[src/rtl/core/wps_pkg.sv]
// Types and constants shared by the watering pump sequencer files
`default_nettype none
package wps_pkg;

	localparam int ADDR_W = 4;
	localparam int DATA_W = 32;
	localparam int WAIT_W = 12;
	localparam int SUM_W  = 12;

	typedef enum logic [1:0] {
		REG_SETUP_LIMIT   = 2'd0,
		REG_IDLE_TICKS    = 2'd1,
		REG_SETTLE_TICKS  = 2'd2,
		REG_FAILURE_LIMIT = 2'd3
	} reg_idx_t;

	localparam logic [7:0]  SETUP_LIMIT_RST   = 8'd80;
	localparam logic [11:0] IDLE_TICKS_RST    = 12'd256;
	localparam logic [7:0]  SETTLE_TICKS_RST  = 8'd1;
	localparam logic [3:0]  FAILURE_LIMIT_RST = 4'd2;

	localparam logic [3:0] FAIL_MAX = 4'd15;

	typedef enum logic [1:0] {
		OP_TICK   = 2'd0,
		OP_SAMPLE = 2'd1,
		OP_BUTTON = 2'd2,
		OP_NONE   = 2'd3
	} op_t;

	typedef enum logic [5:0] {
		PH_WAIT   = 6'b000001,
		PH_SETUP  = 6'b000010,
		PH_SETTLE = 6'b000100,
		PH_SAMPLE = 6'b001000,
		PH_PUMP   = 6'b010000,
		PH_IDLE   = 6'b100000
	} phase_t;

	localparam logic [2:0] CODE_WAIT   = 3'd0;
	localparam logic [2:0] CODE_SETUP  = 3'd1;
	localparam logic [2:0] CODE_SETTLE = 3'd2;
	localparam logic [2:0] CODE_SAMPLE = 3'd3;
	localparam logic [2:0] CODE_PUMP   = 3'd4;
	localparam logic [2:0] CODE_IDLE   = 3'd5;

	typedef struct packed {
		logic [7:0]  setup_limit;
		logic [11:0] idle_ticks;
		logic [7:0]  settle_ticks;
		logic [3:0]  failure_limit;
	} cfg_t;

	typedef struct packed {
		op_t        op;
		logic [7:0] sample;
		logic       button_pressed;
	} evt_t;

	typedef struct packed {
		logic       pump_drive;
		logic       sensor_drive;
		logic       sampling;
		logic [2:0] phase_code;
		logic [7:0] level;
		logic [7:0] goal_level;
	} stat_t;

endpackage
`default_nettype wire

[src/rtl/core/wps_cfg.sv]
// APB-style configuration register file of the watering pump sequencer
`default_nettype none
module wps_cfg
	import wps_pkg::*;
(
	input  wire logic              clk,
	input  wire logic              arst_n,
	input  wire logic              psel,
	input  wire logic              penable,
	input  wire logic              pwrite,
	input  wire logic [ADDR_W-1:0] paddr,
	input  wire logic [DATA_W-1:0] pwdata,
	output logic      [DATA_W-1:0] prdata,
	output logic                   pready,
	output cfg_t                   cfg
);

	cfg_t     cfg_q;
	reg_idx_t idx;
	logic     wr_en;

	assign idx    = reg_idx_t'(paddr[ADDR_W-1:2]);
	assign wr_en  = psel & penable & pwrite;
	assign pready = 1'b1;
	assign cfg    = cfg_q;

	always_ff @(posedge clk or negedge arst_n) begin
		if (!arst_n) begin
			cfg_q.setup_limit   <= SETUP_LIMIT_RST;
			cfg_q.idle_ticks    <= IDLE_TICKS_RST;
			cfg_q.settle_ticks  <= SETTLE_TICKS_RST;
			cfg_q.failure_limit <= FAILURE_LIMIT_RST;
		end else if (wr_en) begin
			case (idx)
				REG_SETUP_LIMIT:   cfg_q.setup_limit   <= pwdata[7:0];
				REG_IDLE_TICKS:    cfg_q.idle_ticks    <= pwdata[11:0];
				REG_SETTLE_TICKS:  cfg_q.settle_ticks  <= pwdata[7:0];
				REG_FAILURE_LIMIT: cfg_q.failure_limit <= pwdata[3:0];
				default: ;
			endcase
		end
	end

	always_comb begin
		case (idx)
			REG_SETUP_LIMIT:   prdata = {24'd0, cfg_q.setup_limit};
			REG_IDLE_TICKS:    prdata = {20'd0, cfg_q.idle_ticks};
			REG_SETTLE_TICKS:  prdata = {24'd0, cfg_q.settle_ticks};
			REG_FAILURE_LIMIT: prdata = {28'd0, cfg_q.failure_limit};
			default:           prdata = '0;
		endcase
	end

endmodule
`default_nettype wire

[src/rtl/core/watering_pump_sequencer.sv]
// Watering pump sequencer top level: event register, phase update, status register
//
//  channel | direction | handshake           | beat
//  evt     | in        | evt_valid/evt_ready | op, sample, button_pressed
//  stat    | out       | stat_valid/stat_ready | drives, phase_code, level, goal_level
//  apb     | in        | psel/penable/pready | register write or read
//
// One beat per cycle sustained while the status output is not stalled; a beat passes the event
// register, then the status register, set by the combinational phase update.
// arst_n clears the phase state and loads the register reset values.
// A stalled status beat holds in its register; the event register still takes a beat
// while it is empty or moving on.
`default_nettype none
module watering_pump_sequencer
	import wps_pkg::*;
#(
	parameter int SAMPLES = 10
) (
	input  wire logic              clk,
	input  wire logic              arst_n,
	input  wire logic              evt_valid,
	output logic                   evt_ready,
	input  wire evt_t              evt,
	output logic                   stat_valid,
	input  wire logic              stat_ready,
	output stat_t                  stat,
	input  wire logic              psel,
	input  wire logic              penable,
	input  wire logic              pwrite,
	input  wire logic [ADDR_W-1:0] paddr,
	input  wire logic [DATA_W-1:0] pwdata,
	output logic      [DATA_W-1:0] prdata,
	output logic                   pready
);

	localparam int CNT_W  = $clog2(SAMPLES + 1);
	localparam int DIV_SH = SUM_W + $clog2(SAMPLES);
	localparam int RCP_W  = DIV_SH + 1;
	localparam logic [RCP_W-1:0] RCP = RCP_W'(((64'd1 << DIV_SH) / SAMPLES) + 1);
	localparam int PROD_W = SUM_W + RCP_W;

	cfg_t cfg;

	wps_cfg u_cfg (
		.clk     (clk),
		.arst_n  (arst_n),
		.psel    (psel),
		.penable (penable),
		.pwrite  (pwrite),
		.paddr   (paddr),
		.pwdata  (pwdata),
		.prdata  (prdata),
		.pready  (pready),
		.cfg     (cfg)
	);

	evt_t  evt_s1;
	logic  valid_s1;
	stat_t stat_q;
	logic  stat_valid_q;
	logic  move;

	phase_t             phase_q, ph_n;
	logic               active_q, act_n;
	logic [WAIT_W-1:0]  wait_q, wc_n, wc_inc;
	logic [7:0]         pump_ticks_q, pt_n;
	logic [SUM_W-1:0]   sum_q, sum_n;
	logic [CNT_W-1:0]   cnt_q, cnt_n;
	logic [7:0]         prev_q, prev_n;
	logic [7:0]         cur_q, cur_n;
	logic [7:0]         goal_q, goal_n;
	logic [3:0]         fail_q, fail_n, fail_inc;
	logic               reload_q, reload_n;
	logic [PROD_W-1:0]  prod;
	logic               do_setup, do_end_setup, do_pump, do_idle, do_measure;
	stat_t              stat_n;

	assign move       = valid_s1 & (~stat_valid_q | stat_ready);
	assign evt_ready  = ~valid_s1 | move;
	assign stat_valid = stat_valid_q;
	assign stat       = stat_q;

	always_ff @(posedge clk or negedge arst_n) begin
		if (!arst_n) begin
			valid_s1 <= 1'b0;
		end else if (evt_ready) begin
			valid_s1 <= evt_valid;
		end
	end

	always_ff @(posedge clk) begin
		if (evt_ready && evt_valid) begin
			evt_s1 <= evt;
		end
	end

	always_comb begin
		ph_n         = phase_q;
		act_n        = active_q;
		wc_n         = wait_q;
		pt_n         = pump_ticks_q;
		sum_n        = sum_q;
		cnt_n        = cnt_q;
		prev_n       = prev_q;
		cur_n        = cur_q;
		goal_n       = goal_q;
		fail_n       = fail_q;
		reload_n     = reload_q;
		do_setup     = 1'b0;
		do_end_setup = 1'b0;
		do_pump      = 1'b0;
		do_idle      = 1'b0;
		do_measure   = 1'b0;
		wc_inc       = wait_q + 1'b1;
		fail_inc     = (fail_q == FAIL_MAX) ? FAIL_MAX : fail_q + 1'b1;
		prod         = '0;

		case (evt_s1.op)
			OP_TICK: begin
				if (phase_q == PH_SETUP) begin
					wc_n = wc_inc;
					if (wc_inc >= {4'd0, cfg.setup_limit}) begin
						do_end_setup = 1'b1;
					end
				end else if (phase_q == PH_SETTLE || phase_q == PH_PUMP
						|| phase_q == PH_IDLE) begin
					if (wait_q <= WAIT_W'(1)) begin
						wc_n = '0;
						if (phase_q == PH_SETTLE) begin
							ph_n = PH_SAMPLE;
						end else if (phase_q == PH_PUMP) begin
							do_idle = 1'b1;
						end else begin
							do_measure = 1'b1;
						end
					end else begin
						wc_n = wait_q - 1'b1;
					end
				end
			end
			OP_SAMPLE: begin
				if (phase_q == PH_SAMPLE) begin
					sum_n = sum_q + {4'd0, evt_s1.sample};
					cnt_n = cnt_q + 1'b1;
					if (cnt_n >= CNT_W'(SAMPLES)) begin
						prod   = PROD_W'(sum_n) * PROD_W'(RCP);
						prev_n = cur_q;
						cur_n  = prod[DIV_SH +: 8];
						if (reload_q) begin
							goal_n   = cur_n;
							reload_n = 1'b0;
						end
						if (active_q) begin
							do_setup = 1'b1;
						end else if (cur_n > goal_n) begin
							if (cur_n >= cur_q && cur_q > goal_n) begin
								fail_n = fail_inc;
								if (fail_inc > cfg.failure_limit) begin
									ph_n = PH_WAIT;
								end else begin
									do_pump = 1'b1;
								end
							end else begin
								fail_n  = '0;
								do_pump = 1'b1;
							end
						end else begin
							fail_n  = '0;
							do_idle = 1'b1;
						end
					end
				end
			end
			OP_BUTTON: begin
				act_n = evt_s1.button_pressed;
				if (evt_s1.button_pressed) begin
					if (phase_q == PH_WAIT || phase_q == PH_PUMP || phase_q == PH_IDLE) begin
						do_setup = 1'b1;
					end
				end else if (phase_q == PH_SETUP) begin
					do_end_setup = 1'b1;
				end
			end
			OP_NONE: ;
			default: ;
		endcase

		if (do_setup) begin
			ph_n = PH_SETUP;
			wc_n = '0;
			if (cfg.setup_limit == 8'd0) begin
				do_end_setup = 1'b1;
			end
		end
		if (do_end_setup) begin
			pt_n       = wc_n[7:0];
			act_n      = 1'b0;
			reload_n   = 1'b1;
			do_measure = 1'b1;
		end
		if (do_pump) begin
			if (pt_n == 8'd0) begin
				do_idle = 1'b1;
			end else begin
				wc_n = {4'd0, pt_n};
				ph_n = PH_PUMP;
			end
		end
		if (do_idle) begin
			if (cfg.idle_ticks == 12'd0) begin
				do_measure = 1'b1;
			end else begin
				wc_n = cfg.idle_ticks;
				ph_n = PH_IDLE;
			end
		end
		if (do_measure) begin
			sum_n = '0;
			cnt_n = '0;
			wc_n  = {4'd0, cfg.settle_ticks};
			ph_n  = (cfg.settle_ticks == 8'd0) ? PH_SAMPLE : PH_SETTLE;
		end
	end

	always_comb begin
		stat_n.pump_drive   = (ph_n == PH_SETUP) || (ph_n == PH_PUMP);
		stat_n.sensor_drive = (ph_n == PH_SETTLE) || (ph_n == PH_SAMPLE);
		stat_n.sampling     = (ph_n == PH_SAMPLE);
		stat_n.level        = cur_n;
		stat_n.goal_level   = goal_n;
		case (ph_n)
			PH_WAIT:   stat_n.phase_code = CODE_WAIT;
			PH_SETUP:  stat_n.phase_code = CODE_SETUP;
			PH_SETTLE: stat_n.phase_code = CODE_SETTLE;
			PH_SAMPLE: stat_n.phase_code = CODE_SAMPLE;
			PH_PUMP:   stat_n.phase_code = CODE_PUMP;
			PH_IDLE:   stat_n.phase_code = CODE_IDLE;
			default:   stat_n.phase_code = CODE_WAIT;
		endcase
	end

	always_ff @(posedge clk or negedge arst_n) begin
		if (!arst_n) begin
			phase_q      <= PH_WAIT;
			active_q     <= 1'b0;
			wait_q       <= '0;
			pump_ticks_q <= '0;
			sum_q        <= '0;
			cnt_q        <= '0;
			prev_q       <= '0;
			cur_q        <= '0;
			goal_q       <= '0;
			fail_q       <= '0;
			reload_q     <= 1'b0;
		end else if (move) begin
			phase_q      <= ph_n;
			active_q     <= act_n;
			wait_q       <= wc_n;
			pump_ticks_q <= pt_n;
			sum_q        <= sum_n;
			cnt_q        <= cnt_n;
			prev_q       <= prev_n;
			cur_q        <= cur_n;
			goal_q       <= goal_n;
			fail_q       <= fail_n;
			reload_q     <= reload_n;
		end
	end

	always_ff @(posedge clk or negedge arst_n) begin
		if (!arst_n) begin
			stat_valid_q <= 1'b0;
		end else if (move) begin
			stat_valid_q <= 1'b1;
		end else if (stat_ready) begin
			stat_valid_q <= 1'b0;
		end
	end

	always_ff @(posedge clk) begin
		if (move) begin
			stat_q <= stat_n;
		end
	end

endmodule
`default_nettype wire

[config.mk]
export PLATFORM = sky130hd
export DESIGN_NAME = watering_pump_sequencer
export DESIGN_NICKNAME = d
export VERILOG_FILES = /design/src/rtl/core/wps_pkg.sv /design/src/rtl/core/wps_cfg.sv /design/src/rtl/core/watering_pump_sequencer.sv
export SDC_FILE = /design/constraint.sdc
export NUM_CORES = 1
export LEC_CHECK = 0
export ABC_AREA = 1
export BUFFER_PORTS_ARGS = -buffer_cell sky130_fd_sc_hd__buf_2
export CAP_MARGIN = 20
export CORE_MARGIN = 10
export CORE_UTILIZATION = 54
export CTS_CLUSTER_DIAMETER = 100
export DETAILED_ROUTE_END_ITERATION = 8
export PLACE_DENSITY = 0.73
export SETUP_SLACK_MARGIN = 0.3
export SLEW_MARGIN = 30
export SYNTH_ARGS = -nofsm -noshare
export SYNTH_HDL_FRONTEND = slang
export SYNTH_HIERARCHICAL = 1
export SYNTH_SLANG_ARGS = --single-unit
[constraint.sdc]
create_clock -name clk -period 18.25 [get_ports clk]
set_input_delay 3.65 -clock clk [delete_from_list [all_inputs] [get_ports clk]]
set_output_delay 3.65 -clock clk [all_outputs]
set_load 0.02 [all_outputs]
# After elaboration in Yosys (flattened, before gate mapping)
# Index checks and enable logic that the tools add are counted.
dict set report totals {
  register_bits 131
  latchBits 0
  mem_bits_rw 0
  romBits 0
  input_bits 54
  output_inout_bits 57
  elab_cells 191
  memories 0
}
dict set report op_classes {
  n_addsub 5
  multipliers 1
  div_mod_pow 0
  n_lt_le_gt_ge 7
  n_eq_ne 17
  shifts 0
  mux 99
  n_bitwise 8
  reduce_logical 29
}
# op count
set op_table {}
lappend op_table {{12-bit 2-to-1 mux} 13}
lappend op_table {{32-bit case mux with 4 select lines} 1}
lappend op_table {{6-bit 2-to-1 mux} 16}
lappend op_table {{8-bit 2-to-1 mux} 11}
lappend op_table {{1-bit 2-to-1 mux} 46}
lappend op_table {{4-bit 2-to-1 mux} 7}
lappend op_table {{8-bit zero test} 3}
lappend op_table {{12-bit by 12-bit multiplier with 23-bit output, second input constant} 1}
lappend op_table {{8-bit > comparator} 2}
lappend op_table {{3-bit case mux with 5 select lines} 1}
lappend op_table {{2-bit nonzero test} 7}
lappend op_table {{12-bit by 1-bit adder with 12-bit output, second input constant} 1}
lappend op_table {{12-bit by 8-bit adder with 12-bit output} 1}
lappend op_table {{6-bit by 2-bit == test with 1-bit output, second input constant} 2}
lappend op_table {{6-bit by 3-bit == test with 1-bit output, second input constant} 2}
lappend op_table {{6-bit by 4-bit == test with 1-bit output, second input constant} 2}
lappend op_table {{6-bit by 5-bit == test with 1-bit output, second input constant} 2}
lappend op_table {{6-bit == test, second input constant} 2}
lappend op_table {{12-bit by 8-bit >= comparator with 1-bit output} 1}
lappend op_table {{12-bit by 1-bit <= comparator with 1-bit output, second input constant} 1}
lappend op_table {{12-bit zero test} 1}
lappend op_table {{6-bit case mux with 2 select lines} 1}
lappend op_table {{12-bit by 1-bit subtractor with 12-bit output, second input constant} 1}
lappend op_table {{2-bit AND reduction} 5}
lappend op_table {{18 further kinds} 36}

# Longest topological paths before layout
dict set report logic_depth {
  ltp_word 22
  depth_mapped 50
  depth_no_buf 50
}

# Cells and area by module
# Netlist, hierarchy kept.
# module instances cells_per_inst area_per_inst_um2 seq_area_each_um2
set by_module_without_submodules {}
lappend by_module_without_submodules {watering_pump_sequencer 1 1320 9841.9 2613.8}
lappend by_module_without_submodules {wps_cfg 1 221 1717.9 807.0}

# Worst setup path before layout
# OpenSTA, ideal clock, no wires.
dict set report synth_timing {
  kind {input to output}
  startpoint {input paddr[3]}
  endpoint {output prdata[4]}
  arrival_time_ns 4.203
  t_required_ns 14.600
  path_slack_ns 10.397
  cell_stages 4
  n_path_buf 1
  cell_sequence {buf_4 > nor2_8 > nand2_1 > nand3_1}
}
dict set report synth_between {
  elab_chain_len 2
  elab_cells_between_ends 5
  classes_between {eq/ne (3); mux (1); reduce/logical (1)}
}
# element line
set synth_rtl {}
lappend synth_rtl {{from (decl)} watering_pump_sequencer.sv:30} ;# input wire logic [ADDR_W-1:0] paddr,
lappend synth_rtl {{2-bit == test, or another cell as far along} wps_cfg.sv:45} ;# case (idx)
lappend synth_rtl {{32-bit case mux with 4 select lines *} wps_cfg.sv:45}
lappend synth_rtl {{to (decl)} watering_pump_sequencer.sv:32} ;# output logic [DATA_W-1:0] prdata,
# Mark *: on every way between the ends. The rest lies on a longest branch, timed or not. The select of a mux whose other input is x is not followed.

==> results.cfg <==
[worst_setup_path]
critical_path.max_stage_delay_ns = 0.54
cpMaxStageDelayCell = xor2_1
cp-start-kind = register
crit_path_frequent_cell = nand2_1
worst_setup_path_end_kind = register
worst_ep_required_time_ns = 18.43
worst-setup-path-type = register to register
worst-path-max-fanout = 15
cp_data_arrival_time_ns = 9.35

[cts]
cts.sink_count = 130
clk_root_buf = clkbuf_16
htree_num_levels = 4
cts-buffers-inserted = 17
clock_latency_ns = 0.43
post_cts_hold_buffer_count = 0
clkSlewWorstSetupHoldPaths_ns = 0.07
post_cts_buffers = 0
ctsResizeCount = 0
cts_tree = done
clock_tree.buffer_depth = 2

[route]
routed_wirelength_um = 28000
dr.pass1.iters = 5
wl_per_cell_um = 14.8
drtIter0Drc = 672
postRouteAntennaNets = 0
route.detailed.drc = 0
num_vias = 10200
post_drt_via_cell_ratio = 5.39

[global_routing]
grt_first_pass_wirelength_um = 47400
maximum_number_of_pins_on_one_net_before_global_route_repair = 63
gr-usage-all-layers = 0.201
grt_antenna_before_repair = 0
global_route.overflow_total = 0
first_global_vias = 9783

[logic_synthesis]
post_synthesis_cell_count = 1541
synth-async-reset-ratio = 0.754
yosys.cell_types.count = 61
synth-seq-area-share = 0.296
synth_edf_count = 32
synth-seq-cells = 130
yosysWarningCount = 6
post_synth_top_flop = dfrtp_1
post_synth.cell_area_avg_um2 = 7.50
synth_area_mm2 = 0.0116

[layout]
drive_above_1_share = 0.101
final-instance-count-excl-fill = 1893
nets = 1821
post_synthesis_to_final_layout_area_growth_pct = 9.07
antenna_cells = 0

[min_path]
worst_hold_path_type = register to register

[sta]
timing.final.max_slew_violations = 0
post_route_clock_skew_ns = 0.0142
worst_slew_margin_rel = 0.430
period_share = 0.503
totalNegativeSetupSlack_ns = 0
worst_slew_pin_slew_ns = 0.847
finalSetupViolations = 0
grt_setup_unrepaired = false
finalHoldViolCount = 0
fin_crit_ns = 9.18
achievable-frequency_mhz = 109

[floorplan]
ios = 111
die-height_um = 166
die_area_mm2 = 0.0277
floorplan.initialDensity = 0.550
die-width_um = 166
core-area_mm2 = 0.0210
placementRows = 53

[placed_design]
port_buffers = 67
gp_congestion = 0.930
dpl.cell_count = 1861
place.detailed.hpwl_um = 22100

[status]
outcome = complete, no violations

[run]
drv_cap = 0
-- placed cells by master, fill, tap and decap left out, types with 4 or more instances in the layout --
master     instances
buf_4              4
ha_1             125
nand4_1           25
nand3_2            6
o22ai_1            5
clkbuf_16         17
a31oi_1            6
dfstp_2            6
o21bai_1           7
conb_1            21
buf_2             66
edfxtp_1          32
or2_2              4
o211ai_1          14
xor2_1            27
nor2_2             7
o21ai_1           20
inv_6              7
a21oi_1           39
nand2_2           11
nand3_1           97
inv_1            255
fa_1              37
nor3_1             8
o21ai_0           91
nor4_1             6
nand2_1          422
dfrtp_1           92
nor2_1            93
xnor2_1            4
inv_2             10
-- sequential cells by signal, summed over array words and instances (netlist names) --
| signal | flops |
|---|---|
| u_cfg/cfg | 32 |
| stat | 21 |
| sum_q | 12 |
| wait_q | 12 |
| evt_s1 | 11 |
| cur_q | 8 |
| goal_q | 8 |
| pump_ticks_q | 8 |
| phase_q | 6 |
| cnt_q | 4 |
| fail_q | 4 |
| active_q | 1 |
| reload_q | 1 |
| stat_valid | 1 |
| valid_s1 | 1 |
-- path summary, 6_finish.rpt --
kind,startpoint,endpoint,slack [ns],depth (start not counted)
min in group asynchronous,arst_n,wait_q[11],3.19,1
max in group asynchronous,arst_n,sum_q[1],13.86,2
hold reg to reg,pump_ticks_q[3],pump_ticks_q[3],0.48,2
hold / removal,pump_ticks_q[3],pump_ticks_q[3],0.48,2
setup / recovery,evt_s1[1],stat[16],9.07,42
setup reg to reg,evt_s1[1],stat[16],9.07,42
-- cells in the mapped netlist, types with 4 or more instances --
cell type,instances,area [um^2]
ha_1,125,1560
nor2_1,93,349
nand2_2,11,68.8
fa_1,37,741
o22ai_1,5,31.3
o211ai_1,14,105
nand3_1,97,485
xor2_1,27,236
nand2_1,422,1580
o21bai_1,7,52.6
clkbuf_1,12,45.0
a31oi_1,6,37.5
dfstp_2,6,158
nand4_1,25,156
inv_1,255,957
o21ai_0,91,455
edfxtp_1,32,961
a21oi_1,39,195
nor3_1,8,40.0
nor2_2,7,43.8
xnor2_1,4,35.0
o21ai_1,20,100
buf_4,25,188
inv_2,10,37.5
dfrtp_1,92,2300
nand3_2,6,60.1
or2_2,4,25.0
nor4_1,6,37.5
-- cell families (layout without fill, tap and decap cells) --
kind of cell | after synthesis | after routing | share of synthesized area
other cells | 2 | 21 | 0.000650
mux | 2 | 2 | 0.00173
buf+inv | 312 | 370 | 0.112
xor+xnor | 31 | 31 | 0.0235
compound gates | 205 | 205 | 0.102
flops | 130 | 130 | 0.296
fa+ha+maj | 162 | 162 | 0.199
simple gates | 697 | 697 | 0.264
-- worst max-delay path, delay by kind of cell, from the launching register on --
| kind | cells | cell delay, ns |
|---|---|---|
| xor+xnor | 2 | 0.95 |
| fa+ha+maj | 9 | 3.84 |
| simple gates | 21 | 2.48 |
| buf+inv | 3 | 0.17 |
| mux | 1 | 0.27 |
| compound gates | 6 | 0.84 |
| flops | 1 | 0.38 |
-- area by class of cell --
type | instances | area, um^2
well taps | 275 | 344
inverters | 268 | 1010
repair buffers | 70 | 360
fillers | 1935 | 8410
multi-input cells | 1118 | 6910
clock inverters | 15 | 133
clock buffers | 17 | 425
flip-flops and latches | 130 | 3420
-- per-stage QoR --
step | hold slack (ns) | area (um^2) | setup WS, ns | utilization
2_1_floorplan | 0.446 | 11600 | 10.40 | -
3_3_place_gp | 0.461 | 12100 | 9.29 | 0.573
3_5_place_dp | 0.471 | 12100 | 9.13 | 0.573
4_1_cts | 0.488 | 12600 | 9.12 | 0.600
5_1_grt | 0.499 | 12600 | 8.22 | 0.600
6_report | 0.483 | 12600 | 9.07 | 0.600
-- layer usage --
metal	routed length [um]	track usage
met1	13000	0.278
met5	0	0
met4	331	0.0493
met2	12700	0.314
met3	2040	0.0433
Power is left out: the tool's default activity adds up to more than one toggle a clock period on the data nets, which glitch-free logic cannot reach.
